`config.mk`:
```
export PLATFORM = sky130hd
export DESIGN_NAME = antialiased_glyph_pixel_blender
export DESIGN_NICKNAME = d
export VERILOG_FILES = /design/src/sv/agpb_pkg.sv /design/src/sv/agpb_walk.sv /design/src/sv/agpb_lane.sv /design/src/sv/agpb_merge.sv /design/src/sv/antialiased_glyph_pixel_blender.sv
export SDC_FILE = /design/constraint.sdc
export NUM_CORES = 2
export LEC_CHECK = 0
export ABC_AREA = 1
export CAP_MARGIN = 10
export CORE_AREA = 4 4 191 267
export CTS_BUF_LIST = sky130_fd_sc_hd__clkbuf_16
export CTS_CLUSTER_DIAMETER = 200
export CTS_CLUSTER_SIZE = 30
export DETAILED_ROUTE_END_ITERATION = 10
export DIE_AREA = 0 0 195 271
export DONT_BUFFER_PORTS = 1
export PLACE_DENSITY = 0.87
export SLEW_MARGIN = 15
export SYNTH_ARGS = -nofsm -noshare
export SYNTH_HDL_FRONTEND = slang
export SYNTH_SLANG_ARGS = --single-unit
```
`constraint.sdc`:
```
create_clock -name clk -period 30.2 [get_ports clk]
set_input_delay 9.06 -clock clk [delete_from_list [all_inputs] [get_ports clk]]
set_output_delay 9.06 -clock clk [all_outputs]
set_load 0.01 [all_outputs]
```
`src/sv/agpb_pkg.sv`:
```
`timescale 1ns / 1ps
`default_nettype none

package agpb_pkg;

  // Coordinate and glyph-dimension widths of the internal state.
  localparam int COORD_BITS = 16;
  localparam int DIM_BITS   = 8;
  localparam int DIM_EXT    = DIM_BITS + 1;

  // Two lanes, one per nibble of a bitmap byte.
  localparam int LANES = 2;

  // Blend arithmetic: numerator width and the reciprocal of 15 in Q15.
  localparam int          NUM_BITS    = 10;
  localparam int          RECIP_BITS  = 12;
  localparam int          PROD_BITS   = NUM_BITS + RECIP_BITS;
  localparam int          RECIP_SHIFT = 15;
  localparam logic [11:0] RECIP_15    = 12'd2185;
  localparam logic [3:0]  ALPHA_MAX   = 4'd15;
  localparam logic [3:0]  ROUND_HALF  = 4'd7;

  typedef enum logic [1:0] {
    KIND_START  = 2'd0,
    KIND_GLYPH  = 2'd1,
    KIND_BITMAP = 2'd2,
    KIND_NONE   = 2'd3
  } kind_t;

  typedef enum logic [1:0] {
    REG_FG_COLOR = 2'd0,
    REG_BG_COLOR = 2'd1,
    REG_ASCENT   = 2'd2
  } cfg_reg_t;

  typedef struct packed {
    kind_t              kind;
    logic signed [15:0] start_x;
    logic signed [15:0] start_y;
    logic signed [7:0]  x_offset;
    logic signed [7:0]  y_offset;
    logic [7:0]         glyph_width;
    logic [7:0]         glyph_height;
    logic signed [7:0]  x_advance;
    logic [7:0]         alpha_pair;
  } in_req_t;

  typedef struct packed {
    logic signed [15:0] pixel_x;
    logic signed [15:0] pixel_y;
    logic [15:0]        pixel_color;
    logic               last_of_item;
  } pixel_t;

  // Work handed to one blend lane.
  typedef struct packed {
    logic [3:0]  alpha;
    logic [15:0] fg;
    logic [15:0] bg;
    logic [15:0] x;
    logic [15:0] y;
  } lane_req_t;

  // What the pen walker hands to the lanes for one accepted request.
  typedef struct packed {
    logic [LANES-1:0]            hit;
    lane_req_t [LANES-1:0]       lane;
  } walk_t;

endpackage

`default_nettype wire

```
`src/sv/agpb_walk.sv`:
```
`timescale 1ns / 1ps
`default_nettype none

module agpb_walk
  import agpb_pkg::*;
(
  input  wire logic        clk,
  input  wire logic        rst,
  input  wire logic        cfg_wr_en,
  input  wire logic [1:0]  cfg_index,
  input  wire logic [15:0] cfg_wdata,
  input  wire logic        take,
  input  wire in_req_t     req,
  output walk_t            walk
);

  logic [15:0]          fg_color;
  logic [15:0]          bg_color;
  logic signed [7:0]    ascent;

  logic [COORD_BITS-1:0] pen_x;
  logic [COORD_BITS-1:0] baseline_y;
  logic [COORD_BITS-1:0] origin_x;
  logic [COORD_BITS-1:0] origin_y;
  logic [DIM_BITS-1:0]   cur_width;
  logic [DIM_BITS-1:0]   cur_height;
  logic [DIM_BITS-1:0]   column;
  logic [DIM_BITS-1:0]   row;

  logic [DIM_BITS-1:0]   col1, row1, col2, row2;
  logic                  live0, live1;

  // Moves the pixel cursor one place on, row-major through the glyph.
  function automatic logic [2*DIM_BITS-1:0] step_pos(input logic [DIM_BITS-1:0] c,
                                                      input logic [DIM_BITS-1:0] r,
                                                      input logic [DIM_BITS-1:0] w);
    logic [DIM_EXT-1:0] c_inc;
    c_inc = DIM_EXT'(c) + DIM_EXT'(1);
    if (c_inc >= DIM_EXT'(w)) begin
      step_pos = {{DIM_BITS{1'b0}}, DIM_BITS'(r + DIM_BITS'(1))};
    end else begin
      step_pos = {c_inc[DIM_BITS-1:0], r};
    end
  endfunction

  // Screen coordinate of a glyph pixel, returned as its low 16 bits.
  function automatic logic [15:0] place(input logic [COORD_BITS-1:0] o,
                                        input logic [DIM_BITS-1:0] d);
    logic [COORD_BITS-1:0] s;
    s = COORD_BITS'(33'(o) + 33'(d));
    place = 16'(s);
  endfunction

  // Configuration registers.
  always_ff @(posedge clk) begin
    if (rst) begin
      fg_color <= 16'hFFFF;
      bg_color <= 16'h0000;
      ascent   <= 8'sd0;
    end else if (cfg_wr_en) begin
      unique case (cfg_index)
        REG_FG_COLOR: fg_color <= cfg_wdata;
        REG_BG_COLOR: bg_color <= cfg_wdata;
        REG_ASCENT:   ascent   <= cfg_wdata[7:0];
        default:      ;
      endcase
    end
  end

  // Cursor positions of both nibbles, the second following the first.
  always_comb begin
    live0 = (cur_width != '0) && (row < cur_height);
    if (live0) begin
      {col1, row1} = step_pos(column, row, cur_width);
    end else begin
      col1 = column;
      row1 = row;
    end
    live1 = (cur_width != '0) && (row1 < cur_height);
    if (live1) begin
      {col2, row2} = step_pos(col1, row1, cur_width);
    end else begin
      col2 = col1;
      row2 = row1;
    end
  end

  // Lane requests: the high nibble goes to lane 0, the low one to lane 1.
  always_comb begin
    walk.hit[0] = (req.kind == KIND_BITMAP) && live0 && (req.alpha_pair[7:4] != 4'd0);
    walk.hit[1] = (req.kind == KIND_BITMAP) && live1 && (req.alpha_pair[3:0] != 4'd0);
    walk.lane[0].alpha = req.alpha_pair[7:4];
    walk.lane[1].alpha = req.alpha_pair[3:0];
    walk.lane[0].x     = place(origin_x, column);
    walk.lane[0].y     = place(origin_y, row);
    walk.lane[1].x     = place(origin_x, col1);
    walk.lane[1].y     = place(origin_y, row1);
    walk.lane[0].fg    = fg_color;
    walk.lane[1].fg    = fg_color;
    walk.lane[0].bg    = bg_color;
    walk.lane[1].bg    = bg_color;
  end

  // Pen, glyph and cursor state.
  always_ff @(posedge clk) begin
    if (rst) begin
      pen_x      <= '0;
      baseline_y <= '0;
      origin_x   <= '0;
      origin_y   <= '0;
      cur_width  <= '0;
      cur_height <= '0;
      column     <= '0;
      row        <= '0;
    end else if (take) begin
      unique case (req.kind)
        KIND_START: begin
          pen_x      <= COORD_BITS'(32'(req.start_x));
          baseline_y <= COORD_BITS'(32'(req.start_y) + 32'(ascent));
        end
        KIND_GLYPH: begin
          origin_x   <= COORD_BITS'(pen_x + COORD_BITS'(32'(req.x_offset)));
          origin_y   <= COORD_BITS'(baseline_y + COORD_BITS'(32'(req.y_offset)));
          cur_width  <= DIM_BITS'(req.glyph_width);
          cur_height <= DIM_BITS'(req.glyph_height);
          column     <= '0;
          row        <= '0;
          pen_x      <= COORD_BITS'(pen_x + COORD_BITS'(32'(req.x_advance)));
        end
        KIND_BITMAP: begin
          column <= col2;
          row    <= row2;
        end
        KIND_NONE: ;
      endcase
    end
  end

endmodule

`default_nettype wire

```
`src/sv/agpb_lane.sv`:
```
`timescale 1ns / 1ps
`default_nettype none

module agpb_lane
  import agpb_pkg::*;
(
  input  wire logic      clk,
  input  wire logic      en1,
  input  wire logic      en2,
  input  wire lane_req_t req,
  output pixel_t         pix
);

  logic [3:0]          inv;
  logic [NUM_BITS-1:0] num_r_next, num_g_next, num_b_next;
  logic [NUM_BITS-1:0] num_r, num_g, num_b;
  logic [15:0]         x1, y1;
  logic [PROD_BITS-1:0] prod_r, prod_g, prod_b;

  // Weighted sums per channel, with the rounding term.
  always_comb begin
    inv = ALPHA_MAX - req.alpha;
    num_r_next = NUM_BITS'(req.fg[15:11]) * NUM_BITS'(req.alpha)
               + NUM_BITS'(req.bg[15:11]) * NUM_BITS'(inv) + NUM_BITS'(ROUND_HALF);
    num_g_next = NUM_BITS'(req.fg[10:5]) * NUM_BITS'(req.alpha)
               + NUM_BITS'(req.bg[10:5]) * NUM_BITS'(inv) + NUM_BITS'(ROUND_HALF);
    num_b_next = NUM_BITS'(req.fg[4:0]) * NUM_BITS'(req.alpha)
               + NUM_BITS'(req.bg[4:0]) * NUM_BITS'(inv) + NUM_BITS'(ROUND_HALF);
  end

  // First stage: sums and position.
  always_ff @(posedge clk) begin
    if (en1) begin
      num_r <= num_r_next;
      num_g <= num_g_next;
      num_b <= num_b_next;
      x1    <= req.x;
      y1    <= req.y;
    end
  end

  // Division by 15 as a multiply by its Q15 reciprocal; exact below 1000.
  always_comb begin
    prod_r = PROD_BITS'(num_r) * PROD_BITS'(RECIP_15);
    prod_g = PROD_BITS'(num_g) * PROD_BITS'(RECIP_15);
    prod_b = PROD_BITS'(num_b) * PROD_BITS'(RECIP_15);
  end

  // Second stage: packed RGB565 pixel.
  always_ff @(posedge clk) begin
    if (en2) begin
      pix.pixel_x      <= x1;
      pix.pixel_y      <= y1;
      pix.pixel_color  <= {prod_r[RECIP_SHIFT +: 5], prod_g[RECIP_SHIFT +: 6],
                           prod_b[RECIP_SHIFT +: 5]};
      pix.last_of_item <= 1'b0;
    end
  end

endmodule

`default_nettype wire

```
`src/sv/agpb_merge.sv`:
```
`timescale 1ns / 1ps
`default_nettype none

module agpb_merge
  import agpb_pkg::*;
(
  input  wire logic                   clk,
  input  wire logic                   rst,
  input  wire logic                   load,
  input  wire logic [LANES-1:0]       mask,
  input  wire pixel_t [LANES-1:0]     pix,
  output logic                        room,
  output logic                        out_valid,
  input  wire logic                   out_ready,
  output pixel_t                      out_data
);

  logic [LANES-1:0]   pend;
  pixel_t [LANES-1:0] slot;
  logic               fire;

  // Lane 0 goes first; the last pending pixel carries the end mark.
  always_comb begin
    out_valid = |pend;
    fire      = out_valid && out_ready;
    out_data  = pend[0] ? slot[0] : slot[1];
    out_data.last_of_item = !(pend[0] && pend[1]);
    room      = (pend == '0) || (fire && !(pend[0] && pend[1]));
  end

  // Pending flags: loaded from the lanes, cleared one per request sent.
  always_ff @(posedge clk) begin
    if (rst) begin
      pend <= '0;
    end else if (load) begin
      pend <= mask;
    end else if (fire) begin
      if (pend[0]) begin
        pend[0] <= 1'b0;
      end else begin
        pend[1] <= 1'b0;
      end
    end
  end

  always_ff @(posedge clk) begin
    if (load) begin
      slot <= pix;
    end
  end

endmodule

`default_nettype wire

```
`src/sv/antialiased_glyph_pixel_blender.sv`:
```
// Channel | Direction | Payload            | Handshake
// in      | input     | in_req_t in_data   | in_valid / in_ready
// out     | output    | pixel_t out_data   | out_valid / out_ready
// cfg     | input     | cfg_index, wdata   | cfg_wr_en, no wait
//
// A bitmap byte with two drawn pixels holds the merge stage until both have been sent.
// The single output port, one pixel per cycle while out_ready is high, sets the pace.
// A pixel passes through two blend stages and the merge stage on its way out.
// Reset is synchronous and clears pen, glyph, configuration and stage-mask state; lane data is not reset.
// A stall on the output backs up through the merge and blend stages to in_ready.
`timescale 1ns / 1ps
`default_nettype none

module antialiased_glyph_pixel_blender
  import agpb_pkg::*;
(
  input  wire logic        clk,
  input  wire logic        rst,
  input  wire logic        in_valid,
  output logic             in_ready,
  input  wire in_req_t     in_data,
  output logic             out_valid,
  input  wire logic        out_ready,
  output pixel_t           out_data,
  input  wire logic        cfg_wr_en,
  input  wire logic [1:0]  cfg_index,
  input  wire logic [15:0] cfg_wdata
);

  walk_t              walk;
  logic               take;
  logic [LANES-1:0]   s1_mask, s2_mask;
  logic               s1_adv, s2_adv;
  logic               room;
  pixel_t [LANES-1:0] lane_pix;

  // Stage advance, from the merge stage back to the input.
  always_comb begin
    s2_adv   = (s2_mask == '0) || room;
    s1_adv   = (s1_mask == '0) || s2_adv;
    in_ready = s1_adv;
    take     = in_valid && in_ready;
  end

  agpb_walk u_walk (
    .clk       (clk),
    .rst       (rst),
    .cfg_wr_en (cfg_wr_en),
    .cfg_index (cfg_index),
    .cfg_wdata (cfg_wdata),
    .take      (take),
    .req       (in_data),
    .walk      (walk)
  );

  // Which lanes hold a pixel in each blend stage.
  always_ff @(posedge clk) begin
    if (rst) begin
      s1_mask <= '0;
      s2_mask <= '0;
    end else begin
      if (s1_adv) begin
        s1_mask <= take ? walk.hit : '0;
      end
      if (s2_adv) begin
        s2_mask <= s1_mask;
      end
    end
  end

  // One blend lane per nibble.
  for (genvar i = 0; i < LANES; i++) begin : g_lane
    agpb_lane u_lane (
      .clk (clk),
      .en1 (s1_adv),
      .en2 (s2_adv),
      .req (walk.lane[i]),
      .pix (lane_pix[i])
    );
  end

  agpb_merge u_merge (
    .clk       (clk),
    .rst       (rst),
    .load      ((s2_mask != '0) && room),
    .mask      (s2_mask),
    .pix       (lane_pix),
    .room      (room),
    .out_valid (out_valid),
    .out_ready (out_ready),
    .out_data  (out_data)
  );

endmodule

`default_nettype wire

```
==> metrics.yaml <==
worstPathArrival_ns: 9.72
fin_skew_ns: 0.0381
path_cells: "nand2_1, nand2_1, nor2_2, o21ai_4"
pre_cts_ws_ns: 11.42
rows: 96
cp_max_fo: 4
first_pass_iters: 5
drc: 0
die_y_um: 271
tns_ns: 0
gp_congestion: 0.955
seqPwrFrac_pct: 32.3
holdBufCountCts: 0
numCtsBuffers: 19
cell_internal_pwr_uw: 1650
final_common_cell: "inv_1"
clockBufferDepth: 3
combPwrFrac_pct: 56.7
power_density_nw_per_um2: 80.8
critical-path-top-delay-family: "simple AND/OR/NAND/NOR gates"
rsz0062_at_grt: "no"
cp_num_buf_inv: 0
status: "finished, final reports clean"
yosys_warnings: 0
post_cts_resized: 0
switchingPower_uw: 1200
start_util_pct: 70.1
reg2reg_slack_ns: 24.65
worst_pin_slew_ns: 1.14
post-route-min-period_ns: 18.78
hold_viol_final: 0
synthesis.area_um2: 34200
grtUsageTotal_pct: 27.5
tritoncts: "done"
power_frac_clock_pct: 11.0
worstSetupPathType: "input port to primary output"
antenna_found_initial: 2
p_sw_share_pct: 42.1
syn_to_final_growth_pct: 3.04
syn-instance-count: 3522
final_cell_area_um2: 35200
clk_latency_ns: 0.58
cts_max_level: 1
ant_nets: 0
synth-seq-area-share_pct: 36.1
power.leakage_uw: 0.0176
grt_pass1_wl_um: 119000
ys_async_sr_fraction_pct: 0
io_buffers: 0
yosys_register_bits: 458
timing.final.max_slew_violations: 0
wl_per_cell_um: 17.6
drive_above_1_share_pct: 3.81
wl_um: 72200
place_hpwl_um: 56600
synth_cell_types: 57
die_area_um2: 52800
post_cts_buffers: 0
slew_headroom_pct: 23.7
cp_slowest_cell: "nor2_2"
design.core.area_um2: 48800
final_cell_mix: "622 x inv_1, 543 x nand2_1, 479 x ha_1"
syn_area_per_cell_um2: 9.71
grt_pass1_vias: 24300
drtIter0Drc: 1621
utilization_pct: 72.3
synth-main-ff-cell: "edfxtp_1"
nets: 4250
fmax_mhz: 53.2
routed-via-count: 23800
grt_max_degree: 87
clock-root-buffer: "clkbuf_16"
cts.clk_slew.worst_paths_ns: 0.13
hold_class: "flip-flop to flip-flop"
max_stage_delay_ns: 0.30
cts_sinks: 458
synth_edf_count: 316
critical_path_required_ns: 21.14
die_x_um: 195
timing.final.crit_share_pct: 62.2
synth_fp_nets: 4318
setup_viol: 0
n_fill_cell: 3445
via_per_inst: 5.80
path_common_cell: "nand2_1"
end_kind: "primary output"
dpl_cell_area_um2: 34700
maxCapViolCount: 0
critical_path.startpoint_type: "input port"
overflow: 0
io_pins: 156
max-vdd-ir-drop_mv: 0.0570
fin_ws_ns: 11.42
[layout make-up]
class | count | area [um2] | share of cell area [%]
Antenna cell | 1 | 2.50 | 0.00710
Inverter | 628 | 2360 | 6.70
Clock inverter | 15 | 87.6 | 0.248
Sequential cell | 458 | 12300 | 35.0
Clock buffer | 19 | 475 | 1.35
Timing Repair Buffer | 7 | 52.6 | 0.149
Multi-Input combinational cell | 2340 | 19100 | 54.3
Tap cell | 637 | 797 | 2.26
[power groups by stage]
stage / clock, uW / sequential (uW) / combinational (uW)
2_1_floorplan: 0 / 899 / 1250
3_3_place_gp: 0 / 928 / 1480
3_5_place_dp: 0 / 935 / 1600
4_1_cts: 321 / 920 / 1620
5_1_grt: 342 / 931 / 1900
6_report: 314 / 921 / 1610
[metal layers]
layer  part of all wire [%]  GRT usage (%)  wire [um]
met5                      0              0          0
met4                    4.6           10.8       3360
met3                    7.7           4.51       5550
met2                     50           48.6      36000
met1                     38           33.9      27200
[flip-flops by register name (all words and copies together), names as in the netlist]
register / flops
g_lane.u_lane.pix: 96
u_merge.slot: 96
g_lane.u_lane.x1: 32
g_lane.u_lane.y1: 32
g_lane.u_lane.num_b: 20
g_lane.u_lane.num_g: 20
g_lane.u_lane.num_r: 20
u_walk.baseline_y: 16
u_walk.bg_color: 16
u_walk.fg_color: 16
u_walk.origin_x: 16
u_walk.origin_y: 16
u_walk.pen_x: 16
u_walk.ascent: 8
u_walk.column: 8
u_walk.cur_height: 8
u_walk.cur_width: 8
u_walk.row: 8
s1_mask: 2
s2_mask: 2
u_merge.pend: 2
[cell usage after synthesis (all sizes together), types with 10 or more instances]
cell type | count | area (um2)
inv | 623 | 2340
nand2 | 553 | 2130
ha | 479 | 5990
edfxtp | 316 | 9490
a21oi | 282 | 1420
fa | 212 | 4240
nor2 | 172 | 676
o21ai | 164 | 821
xor2 | 150 | 1310
dfxtp | 142 | 2840
nand3 | 91 | 488
clkbuf | 79 | 297
xnor2 | 55 | 482
mux2 | 48 | 541
nand4 | 37 | 231
buf | 17 | 109
o21bai | 16 | 120
a21boi | 10 | 105
[path summary, 6_finish.rpt]
kind                          start                       end  cells past startpoint
max                       out_ready                  in_ready                      4
min          g_lane[1].u_lane.x1[6]  g_lane[1].u_lane.pix[39]                      0
max reg2reg        u_walk.column[0]          u_walk.column[2]                     33
min reg2reg  g_lane[1].u_lane.x1[6]  g_lane[1].u_lane.pix[39]                      0
[logic make-up (layout without fill, tap and decap cells)]
logic type	Yosys count	after routing	share of synthesized area (%)
mux	50	50	1.68
fa+ha+maj	691	691	29.9
compound gates	521	521	8.31
buf+inv	724	669	8.08
other cells	0	1	0
flops	458	458	36.1
xor+xnor	205	205	5.25
simple gates	873	873	10.7
[through the flow]
step                      std cells  total power [uW]  hold slack (ns)
after floorplan                3522              2150            0.400
after global placement         4070              2410            0.400
after detailed placement       4070              2530            0.405
after CTS                      4104              2860            0.420
after global routing           4105              3170            0.431
final                          4105              2850            0.423
(Power assumes the default switching activity.)
